### config.mk
export PLATFORM = sky130hd
export DESIGN_NAME = rcsc_ctrl
export DESIGN_NICKNAME = d
export VERILOG_FILES = /design/src/hdl/rcsc_pkg.sv /design/src/hdl/rcsc_ctrl.sv
export SDC_FILE = /design/constraint.sdc
export NUM_CORES = 1
export LEC_CHECK = 0
export BUFFER_PORTS_ARGS = -buffer_cell sky130_fd_sc_hd__buf_2
export CELL_PAD_IN_SITES_DETAIL_PLACEMENT = 2
export CELL_PAD_IN_SITES_GLOBAL_PLACEMENT = 2
export CORE_MARGIN = 2
export CORE_UTILIZATION = 22
export DETAILED_ROUTE_END_ITERATION = 8
export PLACE_DENSITY_LB_ADDON = 0.1
export SLEW_MARGIN = 25
export SYNTH_ARGS = -nofsm -noshare
export SYNTH_HDL_FRONTEND = slang
export SYNTH_SLANG_ARGS = --single-unit
### constraint.sdc
create_clock -name clk -period 1.7 [get_ports clk]
set_clock_uncertainty 0.1 [all_clocks]
set_input_delay 0.085 -clock clk [delete_from_list [all_inputs] [get_ports clk]]
set_output_delay 0.085 -clock clk [all_outputs]
set_load 0.005 [all_outputs]
### src/hdl/rcsc_pkg.sv
// Package: constants, codes, state and control types of the style cache.
`timescale 1ns / 1ps
package rcsc_pkg;

	localparam int ROWS            = 16;
	localparam int WAYS_PER_SCREEN = 8;
	localparam int SCREENS         = 2;
	localparam int CONTEXTS        = 128;
	localparam int WAYS            = WAYS_PER_SCREEN * SCREENS;
	localparam int TOTAL           = ROWS * WAYS;
	localparam int ENT_W           = $clog2(TOTAL);
	localparam int CTX_W           = $clog2(CONTEXTS);
	localparam int WAY_W           = (WAYS > 1) ? $clog2(WAYS) : 1;
	localparam int ROW_W           = $clog2(ROWS);
	localparam int CNT_W           = 16;
	localparam int PIX_W           = 32;
	localparam int STYLE_W         = 13;
	localparam int FONT_W          = 29;

	localparam logic [1:0] CMD_FIND    = 2'd0;
	localparam logic [1:0] CMD_RELEASE = 2'd1;
	localparam logic [1:0] CMD_PURGE   = 2'd2;

	localparam logic [2:0] ST_HIT       = 3'd0;
	localparam logic [2:0] ST_FILLED    = 3'd1;
	localparam logic [2:0] ST_REPLACED  = 3'd2;
	localparam logic [2:0] ST_CFAULT    = 3'd3;
	localparam logic [2:0] ST_XFAULT    = 3'd4;
	localparam logic [2:0] ST_DONE      = 3'd5;
	localparam logic [2:0] ST_UNDERFLOW = 3'd6;

	typedef enum logic [3:0] {
		S_IDLE, S_F_SLOT, S_F_ENT, S_F_CTX, S_F_CMP, S_F_SWAP,
		S_K_SCAN, S_R_RD, S_R_CHK, S_P_RUN, S_P_TAIL
	} state_t;

	typedef enum logic [2:0] {
		RK_HIT, RK_FILL, RK_REPL, RK_CFAULT, RK_XFAULT, RK_DONE, RK_REL_OK, RK_REL_UF
	} res_kind_t;

	typedef enum logic [1:0] {
		SRC_SLOT, SRC_ID, SRC_PURGE
	} ent_src_t;

	typedef struct packed {
		logic      load;
		logic      slot_rd;
		logic      e_latch;
		logic      ent_rd;
		ent_src_t  ent_src;
		logic      ctx_rd;
		logic      next_way;
		logic      hit_wr;
		logic      swap_wr;
		logic      repl_wr;
		logic      k_inc;
		logic      fill_wr;
		logic      rel_wr;
		logic      purge_rd;
		logic      res_load;
		res_kind_t res_kind;
	} dp_ctrl_t;

	typedef struct packed {
		logic ent_valid;
		logic match;
		logic way_last;
		logic swap;
		logic repl_ok;
		logic k_ok;
		logic k_last;
		logic rel_zero;
		logic p_last;
	} dp_stat_t;

endpackage

### src/hdl/rcsc_ctrl.sv
// Controller: sequences find, release and purge transactions over the datapath.
`timescale 1ns / 1ps
module rcsc_ctrl (
	input  logic               clk,
	input  logic               arst_n,
	input  logic               start,
	input  logic [1:0]         cmd,
	output logic               busy,
	input  rcsc_pkg::dp_stat_t stat,
	output rcsc_pkg::dp_ctrl_t ctl
);
	import rcsc_pkg::*;

	state_t state_q, state_d;

	always_ff @(posedge clk or negedge arst_n) begin
		if (!arst_n) begin
			state_q <= S_IDLE;
		end else begin
			state_q <= state_d;
		end
	end

	assign busy = (state_q != S_IDLE);

	// next state
	always_comb begin
		state_d = state_q;
		unique case (state_q)
			S_IDLE: begin
				if (start) begin
					unique case (cmd)
						CMD_FIND:    state_d = S_F_SLOT;
						CMD_RELEASE: state_d = S_R_RD;
						CMD_PURGE:   state_d = S_P_RUN;
						default:     state_d = S_IDLE;
					endcase
				end
			end
			S_F_SLOT: state_d = S_F_ENT;
			S_F_ENT:  state_d = S_F_CTX;
			S_F_CTX:  state_d = stat.ent_valid ? S_F_CMP : S_K_SCAN;
			S_F_CMP: begin
				if (stat.match) begin
					state_d = stat.swap ? S_F_SWAP : S_IDLE;
				end else if (stat.way_last) begin
					state_d = S_IDLE;
				end else begin
					state_d = S_F_SLOT;
				end
			end
			S_F_SWAP: state_d = S_IDLE;
			S_K_SCAN: begin
				if (stat.k_ok || stat.k_last) begin
					state_d = S_IDLE;
				end
			end
			S_R_RD:   state_d = S_R_CHK;
			S_R_CHK:  state_d = S_IDLE;
			S_P_RUN:  state_d = stat.p_last ? S_P_TAIL : S_P_RUN;
			S_P_TAIL: state_d = S_IDLE;
			default:  state_d = S_IDLE;
		endcase
	end

	// datapath commands
	always_comb begin
		ctl          = '0;
		ctl.ent_src  = SRC_SLOT;
		ctl.res_kind = RK_DONE;
		unique case (state_q)
			S_IDLE: begin
				ctl.load = start;
				if (start && (cmd != CMD_FIND) && (cmd != CMD_RELEASE)
					&& (cmd != CMD_PURGE)) begin
					ctl.res_load = 1'b1;
				end
			end
			S_F_SLOT: ctl.slot_rd = 1'b1;
			S_F_ENT: begin
				ctl.e_latch = 1'b1;
				ctl.ent_rd  = 1'b1;
			end
			S_F_CTX: ctl.ctx_rd = 1'b1;
			S_F_CMP: begin
				if (stat.match) begin
					ctl.hit_wr = 1'b1;
					if (!stat.swap) begin
						ctl.res_load = 1'b1;
						ctl.res_kind = RK_HIT;
					end
				end else if (stat.way_last) begin
					ctl.res_load = 1'b1;
					ctl.repl_wr  = stat.repl_ok;
					ctl.res_kind = stat.repl_ok ? RK_REPL : RK_CFAULT;
				end else begin
					ctl.next_way = 1'b1;
				end
			end
			S_F_SWAP: begin
				ctl.swap_wr  = 1'b1;
				ctl.res_load = 1'b1;
				ctl.res_kind = RK_HIT;
			end
			S_K_SCAN: begin
				if (stat.k_ok) begin
					ctl.fill_wr  = 1'b1;
					ctl.res_load = 1'b1;
					ctl.res_kind = RK_FILL;
				end else if (stat.k_last) begin
					ctl.res_load = 1'b1;
					ctl.res_kind = RK_XFAULT;
				end else begin
					ctl.k_inc = 1'b1;
				end
			end
			S_R_RD: begin
				ctl.e_latch = 1'b1;
				ctl.ent_rd  = 1'b1;
				ctl.ent_src = SRC_ID;
			end
			S_R_CHK: begin
				ctl.res_load = 1'b1;
				ctl.rel_wr   = !stat.rel_zero;
				ctl.res_kind = stat.rel_zero ? RK_REL_UF : RK_REL_OK;
			end
			S_P_RUN: begin
				ctl.ent_rd   = 1'b1;
				ctl.ent_src  = SRC_PURGE;
				ctl.purge_rd = 1'b1;
			end
			S_P_TAIL: ctl.res_load = 1'b1;
			default: ;
		endcase
	end

	// sequencing checks
	a_leave_with_result: assert property (@(posedge clk) disable iff (!arst_n)
		(busy && state_d == S_IDLE) |-> ctl.res_load)
		else $error("transaction ended without a result");
	a_one_write: assert property (@(posedge clk) disable iff (!arst_n)
		$onehot0({ctl.hit_wr, ctl.swap_wr, ctl.repl_wr, ctl.fill_wr, ctl.rel_wr}))
		else $error("conflicting store writes");
	a_result_once: assert property (@(posedge clk) disable iff (!arst_n)
		ctl.res_load |=> !busy) else $error("result issued mid transaction");

endmodule

==> results of run 1 <==
-- through the flow --
stage | hold WS, ns | std cells | setup WS [ns] | utilization | TNS [ns]
detailed placement | -0.204 | 153 | 0.00505 | 0.319 | 0
global placement | -0.204 | 153 | 0.0500 | 0.319 | 0
floorplan | -0.311 | 85 | 0.135 | - | 0
finish | 0.0913 | 166 | -0.0185 | 0.415 | -0.0250
CTS | 0.0770 | 163 | -0.0782 | 0.364 | -0.207
global route | 0.100 | 166 | -0.0642 | 0.415 | -0.473
-- power breakdown --
part | internal [mW] | switching [mW]
Sequential | 0.148 | 0.110
Clock | 0.0789 | 0.0380
Combinational | 0.824 | 0.700
Total | 1.05 | 0.848
-- area by class of cell --
type / count / area, µm² / area share
Clock buffer: 3 / 22.5 / 0.0198
Multi-Input combinational cell: 69 / 578 / 0.509
Timing Repair Buffer: 56 / 379 / 0.334
Inverter: 3 / 11.3 / 0.00992
Sequential cell: 4 / 105 / 0.0926
Tap cell: 31 / 38.8 / 0.0342
-- layout by cell type (no fill, tap or decap), types with 2 or more instances in the layout --
cell type,count
nor3_1,4
nand3b_1,2
a221o_1,2
nor2_1,7
inv_2,2
a22oi_2,2
dfrtp_2,4
nand2b_4,2
buf_6,9
nor2b_1,3
buf_2,31
o21ai_0,2
nand2b_1,4
buf_4,15
clkbuf_4,3
nand2_1,3
xor2_2,2
and2_1,3
nor2_2,2
nor4_4,2
nor3_2,2
-- worst max-delay path, delay by kind of cell (launching register included) --
kind	cells	cell delay [ns]
DFF	1	0.45
buffers and inverters	1	0.13
and+or+nand+nor	2	0.71
-- cell usage after synthesis, types with 3 or more instances --
cell type	instances	area, µm²
buf_6	3	33.8
buf_2	3	15.0
inv_1	3	11.3
nand2b_1	7	43.8
nor2_1	9	33.8
nor2b_1	4	25.0
nand2_1	4	15.0
dfrtp_1	4	100
and2_1	3	18.8
nor3_1	6	30.0
nor4_1	3	18.8
-- cell families after synthesis --
family	after synthesis	share of synthesized area
xor gates and xnor gates	2	0.0277
AOI/OAI and AO/OA	19	0.249
buffers and inverters	12	0.115
DFF	4	0.158
and+or+nand+nor	48	0.451
-- what timing repair did --
item,CTS,global route
buffers inserted,7,3
hold buffers,1,0
endpoints found under the hold margin,4,0
endpoints found under the setup margin,12,15
gates resized for setup,13,24
pin swaps,2,6
-- worst max path at each step --
stage	start	endpoint	slack [ns]	depth (start not counted)
2_1_floorplan	state_q[1]$_DFFE_PN0P_	state_q[2]$_DFFE_PN0P_	0.13	4
3_3_place_gp	state_q[2]$_DFFE_PN0P_	ctl[3]	0.05	4
3_5_place_dp	state_q[3]$_DFFE_PN0P_	ctl[3]	0.005	4
4_1_cts	state_q[1]$_DFFE_PN0P_	ctl[0]	-0.08	5
5_1_grt	state_q[1]$_DFFE_PN0P_	ctl[11]	-0.06	3
6_report	state_q[3]$_DFFE_PN0P_	ctl[11]	-0.02	3
-- per-layer routing --
metal | vias to the layer above | GRT usage | part of all wire
li1 | 414 | - | -
met1 | 433 | 0.215 | 0.43
met2 | 21 | 0.294 | 0.53
met3 | 2 | 0.0156 | 0.033
met4 | 0 | 0.0698 | 0.0099
met5 | - | 0 | 0
==> flow_summary.ini, run 1 <==
[final_layout]
largest-register = state_q
drive_above_1_share = 0.644
areaGrowthSynthToFinish_pct = 79.2
final_area_mm2 = 0.00113
diodes = 0
nNetsFinal = 151
fillCellCount = 317
largest_registers = state_q: 4 flops
largest_register_ffs = 4

[floorplan]
num_rows = 19
die_h_um = 57.6
die_w_um = 57.6
die-area_mm2 = 0.00332
core-area_mm2 = 0.00273
io_pins = 34
start_util = 0.232

[global_routing]
grt-ovfl-total = 0
grt_pass1_wl_mm = 4.34
grt_max_degree = 11
grt_use_total = 0.169
first_global_vias = 907
grt_antenna_before_repair = 0

[critical_path]
worst_path_largest_cell_delay_ns = 0.59
worst_path_max_delay_cell = or4b_4
worstPathCellList = or4b_4 > nor3_2 > buf_2
arrival_ns = 1.53
r2r_start = state_q[0]$_DFFE_PN0P_
required_ns = 1.51
endpoint_kind = output pin
cp_max_fo = 5
worst-r2r-setup-slack_ns = 0.03
startpoint_type = register
r2r-end = state_q[2]$_DFFE_PN0P_
reg2regPathDepth = 4
path_class = register to output pin

[synth]
syn_nets = 99
synthDistinctLibCells = 40
synth_area_per_cell_um2 = 7.45
async_flop_share = 1.00
synth_area_um2 = 633
ys_seq_elements = 4
synthCells = 85
yosys_most_used_dff = dfrtp_1
seq_area_frac_synth = 0.158
ys_warn_count = 0
synth_edf_count = 0

[run]
max_cap_violations = 0

[run_status]
status = finished, violations left
violations = setup timing

[sta]
worst_slew_pin_slew_ns = 0.413
period_minus_slack_ns = 1.72
hold_viol = 0
max_freq_mhz = 582
finalMaxSlewViolations = 0
slew_headroom = 0.724
postLayoutSetupSlackWorst_ns = -0.0185
min_period_over_period = 1.01
rsz0062_at_grt = yes
setup_viol = 3

[power]
leakagePower_nw = 0.520
power_density_mw_per_mm2 = 1670
power.total_mw = 1.90
peakVddDrop_v = 0.000622

[routing]
drc = 0
routedWlPerCell_um = 16.5
vias = 870
first_iter_violations = 11
ant_nets = 0
dr.pass1.iters = 3
wl_mm = 2.74
routed_via_density = 5.24

[clock_tree]
clock_sinks = 4
clock_latency_ns = 0.23
numCtsBuffers = 3
path_clk_slew_ns = 0.04
cts_tree = built
htreeDepth = 1
cts_buffer_depth = 2
cts_root_buf = clkbuf_4

[min_path]
hp-class = input port to asynchronous set/reset pin

[place]
placed_area_um2 = 873
numPortBuffers = 33
gp_congestion = 0.735
dp_hpwl_mm = 2.11
(Power assumes the default switching activity.)
==> run 2, diff against run 1 <==
==> constraint.sdc (replaced) <==
create_clock -name clk -period 1.89 [get_ports clk]
set_clock_uncertainty 0.1 [all_clocks]
set_input_delay 0.0945 -clock clk [delete_from_list [all_inputs] [get_ports clk]]
set_output_delay 0.0945 -clock clk [all_outputs]
set_load 0.005 [all_outputs]
==> run 2 against run 1 <==
The run now ends clean; cell area shrank 15%; power decreased by 26%; utilization down 6.2 points; hold slack improved by 0.0082 ns; largest cell class unchanged.
==> flow_summary.ini, run 2 (synthesized netlist as in run 1, its figures left out) <==
[floorplan]
die-area_mm2 = 0.00332
start_util = 0.232
core-area_mm2 = 0.00273
num_rows = 19
die_h_um = 57.6
io_pins = 34
die_w_um = 57.6

[place]
numPortBuffers = 33
placed_area_um2 = 851
gp_congestion = 0.779
dp_hpwl_mm = 2.02

[critical_path]
endpoint_kind = output pin
worst_path_largest_cell_delay_ns = 0.56
required_ns = 1.70
crit_family = simple AND/OR/NAND/NOR gates
worst_path_max_delay_cell = or4b_4
cp_max_fo = 6
path_buf_inv = 2
arrival_ns = 1.62
startpoint_type = register
worst-r2r-setup-slack_ns = 0.11
path_class = register to output pin
worstPathCellList = or4b_4 > buf_4 > nor3_2 > buf_2

[power]
peakVddDrop_v = 0.000629
power_density_mw_per_mm2 = 1460
leakagePower_nw = 0.485
power.total_mw = 1.41

[clock_tree]
clock_latency_ns = 0.24
cts_root_buf = clkbuf_4
cts_tree = built
path_clk_slew_ns = 0.04
clock_sinks = 4
cts_buffer_depth = 2
htreeDepth = 1
numCtsBuffers = 3

[sta]
rsz0062_at_grt = no
hold_viol = 0
fin_setup_tns_ns = 0
min_period_over_period = 0.962
max_freq_mhz = 550
worst_slew_pin_slew_ns = 0.391
hold-worst-slack_ns = 0.0995
setup_viol = 0
finalMaxSlewViolations = 0
period_minus_slack_ns = 1.82
slew_headroom = 0.737

[routing]
wl_mm = 2.65
dr.pass1.iters = 4
routed_via_density = 5.07
ant_nets = 0
drc = 0
routedWlPerCell_um = 16.5
first_iter_violations = 18
vias = 817

[min_path]
hp-class = input port to asynchronous set/reset pin

[final_layout]
largest_register_ffs = 4
final_area_um2 = 966
nNetsFinal = 146
fillCellCount = 325
largest_registers = state_q: 4 flops
areaGrowthSynthToFinish_pct = 52.6
diodes = 0
final_common_cell = buf_2
post-route-util = 0.353
seq_area_um2 = 104
largest-register = state_q
multiInputGateArea_um2 = 484
layout_common_cells = 33 x buf_2, 15 x buf_4, 9 x nor2_1
drive_above_1_share = 0.500

[run]
max_cap_violations = 0

[global_routing]
grt_max_degree = 14
grt_antenna_before_repair = 0
grt_pass1_wl_mm = 4.05
first_global_vias = 830
grt_use_total = 0.160
grt-ovfl-total = 0

[run_status]
status = completed
## run 2: changes by cell type in the layout (fill, tap and decap cells not counted), moves of 2 or more
| cell | previous run | this run |
|---|---|---|
| nand2b_1 | 4 | 7 |
| buf_6 | 9 | 0 |
| buf_2 | 31 | 33 |
| inv_2 | 2 | 0 |
| nor2_2 | 2 | 0 |
| inv_1 | 1 | 3 |
| nor4_4 | 2 | 0 |
| xor2_2 | 2 | 0 |
| xor2_1 | 0 | 2 |
| nor2_1 | 7 | 9 |
| nand2b_4 | 2 | 0 |
## run 2: layout make-up
type / instances / area share
Timing Repair Buffer: 51 / 0.316
Multi-Input combinational cell: 69 / 0.501
Sequential cell: 4 / 0.108
Clock buffer: 3 / 0.0233
Tap cell: 31 / 0.0402
Inverter: 3 / 0.0117
## run 2: final timing paths
| check | start | end | cells after the start |
|---|---|---|---|
| min in group clk | cmd[1] | state_q[3]$_DFFE_PN0P_ | 2 |
| max reg2reg | state_q[0]$_DFFE_PN0P_ | state_q[2]$_DFFE_PN0P_ | 4 |
| min | arst_n | state_q[3]$_DFFE_PN0P_ | 2 |
| min reg2reg | state_q[2]$_DFFE_PN0P_ | state_q[2]$_DFFE_PN0P_ | 2 |
| max in group asynchronous | arst_n | state_q[0]$_DFFE_PN0P_ | 2 |
| max | state_q[3]$_DFFE_PN0P_ | ctl[11] | 4 |
## run 2: worst register-to-register path: stages (launching register included)
cell and delay [ns]:
dfrtp_2 0.48, buf_4 0.17, or4b_1 0.50, a211o_1 0.33
a22oi_2 0.12
## run 2: through the flow
step,setup slack (ns),std cells
final,0.0725,161
after global routing,0.000802,161
after CTS,0.0101,155
after detailed placement,0.177,150
after global placement,0.196,150
after floorplan,0.325,85
## run 2: power breakdown
group | total, mW | internal (mW) | switching, mW
Sequential | 0.225 | 0.130 | 0.0947
Clock | 0.109 | 0.0712 | 0.0375
Combinational | 1.08 | 0.558 | 0.519
## run 2: layer usage
metal | GRT usage | part of all wire | vias up
li1 | - | - | 405
met1 | 0.223 | 0.46 | 385
met2 | 0.258 | 0.49 | 23
met3 | 0.00893 | 0.037 | 4
met4 | 0.0698 | 0.015 | 0
met5 | 0 | 0 | -
## run 2: what timing repair did
action | CTS | global route
hold endpoints to repair | 4 | 0
hold buffers | 1 | 0
setup buffers | 1 | 6
cloned | 0 | 0
setup endpoints to repair | 3 | 3
pin swaps | 0 | 0
gates resized for setup | 4 | 3
==> run 3, diff against run 2 <==
--- a/config.mk
+++ b/config.mk
@@ -9,9 +9,9 @@
 export CELL_PAD_IN_SITES_DETAIL_PLACEMENT = 2
 export CELL_PAD_IN_SITES_GLOBAL_PLACEMENT = 2
 export CORE_MARGIN = 2
-export CORE_UTILIZATION = 22
+export CORE_UTILIZATION = 24
 export DETAILED_ROUTE_END_ITERATION = 8
-export PLACE_DENSITY_LB_ADDON = 0.1
+export PLACE_DENSITY = 0.92
 export SLEW_MARGIN = 25
 export SYNTH_ARGS = -nofsm -noshare
 export SYNTH_HDL_FRONTEND = slang
==> constraint.sdc (replaced) <==
create_clock -name clk -period 2.2 [get_ports clk]
set_clock_uncertainty 0.1 [all_clocks]
set_input_delay 0.11 -clock clk [delete_from_list [all_inputs] [get_ports clk]]
set_output_delay 0.11 -clock clk [all_outputs]
set_load 0.005 [all_outputs]
==> run 3 against run 2 <==
Routed wire length fell by 4.4%; combinational power fell by 40%; non-clock buffer count fell by 16.
==> flow_summary.ini, run 3 (synthesized netlist as in run 1, its figures left out) <==
[run_status]
status = completed

[routing]
routedWlPerCell_um = 17.6
first_iter_violations = 9
top_layer_used = met4
wl_met1_mm = 1.10
dr.pass1.iters = 4
wl_met2_mm = 1.24
wl_mm = 2.53
vias = 788
wl_met3_um = 114
ant_nets = 0
routed_via_density = 5.47
drc = 0

[power]
peakVddDrop_v = 0.000437
internal_power_mw = 0.498
power_density_mw_per_mm2 = 1220
leakagePower_nw = 0.390
p_sw_frac = 0.505
seq_power_share = 0.264
clockPowerShare = 0.094
power_frac_comb = 0.642
p_sw_mw = 0.508
power.total_mw = 1.01

[critical_path]
arrival_ns = 1.85
startpoint_type = register
required_ns = 1.99
endpoint_kind = output pin
cp_max_fo = 18
worst-r2r-setup-slack_ns = 0.31
path_class = register to output pin

[sta]
hold_viol = 0
fin_setup_tns_ns = 0
setup_viol = 0
max_freq_mhz = 484
slew_headroom = 0.595
finalMaxSlewViolations = 0
hold-worst-slack_ns = 0.117
postLayoutSetupSlackWorst_ns = 0.136
rsz0062_at_grt = no
min_period_over_period = 0.938
period_minus_slack_ns = 2.06
worst_slew_pin_slew_ns = 0.608

[final_layout]
largest_registers = state_q: 4 flops
drive_above_1_share = 0.395
final_common_cell = buf_2
areaGrowthSynthToFinish_pct = 29.8
nNetsFinal = 130
largest_register_ffs = 4
layout_common_cells = 33 x buf_2, 9 x nor2_1, 7 x nand2b_1
post-route-util = 0.329
diodes = 0
final_area_um2 = 822
stdcell_count = 144
largest-register = state_q

[clock_tree]
clock_sinks = 4
cts_tree = built
htreeDepth = 1
path_clk_slew_ns = 0.04
numCtsBuffers = 3
clock_latency_ns = 0.24
cts_buffer_depth = 2
cts_root_buf = clkbuf_4
post-cts-setup-buffers = 0

[floorplan]
die_w_um = 55.4
num_rows = 18
die-area_mm2 = 0.00306
start_util = 0.253
io_pins = 34
core-area_mm2 = 0.00250
die_h_um = 55.4

[min_path]
hp-class = input port to asynchronous set/reset pin

[place]
placed_area_um2 = 782
numPortBuffers = 33
post-place-ws_ns = 0.286
gp_congestion = 0.804
dp.cells = 140
dp_hpwl_mm = 1.98

[global_routing]
grt-ovfl-total = 0
grt_use_total = 0.173
first_global_vias = 811
grt_antenna_before_repair = 0
grt_max_degree = 20
grt_pass1_wl_mm = 4.12

[run]
max_cap_violations = 0
[run 3: what timing repair did]
action / in CTS / in global routing
hold buffers: 1 / 0
setup endpoints to repair: 0 / 2
endpoints found under the hold margin: 4 / 0
gates resized for setup: 0 / 2
[run 3: layout make-up]
type / instances / area (µm²)
well taps: 30 / 37.5
multi-input cells: 69 / 467
fillers: 308 / 1680
inverters: 3 / 11.3
flip-flops and latches: 4 / 101
repair buffers: 35 / 183
clock buffers: 3 / 22.5
[run 3: final timing paths]
path                                             start                      to  depth (start not counted)
max in group asynchronous                       arst_n  state_q[3]$_DFFE_PN0P_                          2
worst min register to register  state_q[3]$_DFFE_PN0P_  state_q[2]$_DFFE_PN0P_                          2
min in group clk                                cmd[1]  state_q[3]$_DFFE_PN0P_                          2
worst max register to register  state_q[0]$_DFFE_PN0P_  state_q[1]$_DFFE_PN0P_                          3
worst max-delay path            state_q[2]$_DFFE_PN0P_                  ctl[0]                          4
worst min-delay path                            arst_n  state_q[0]$_DFFE_PN0P_                          2
[run 3: critical path: stages (launching register included)]
cell and delay, ns:
dfrtp_1 0.57, nand2b_1 0.35, nor4_1 0.38, o221ai_1 0.16, buf_2 0.15
[run 3: power groups by stage]
stage,clock (mW),combinational [mW],sequential (mW)
5_1_grt,0.108,0.723,0.276
4_1_cts,0.0999,0.650,0.255
3_3_place_gp,0,0.613,0.239
2_1_floorplan,0,0.589,0.117
6_report,0.0944,0.646,0.266
3_5_place_dp,0,0.645,0.256
[run 3: routing by layer]
metal	track usage	vias to the layer above
met3	0.0351	8
met1	0.214	371
met4	0.0836	0
met2	0.286	34
met5	0	-
li1	-	375
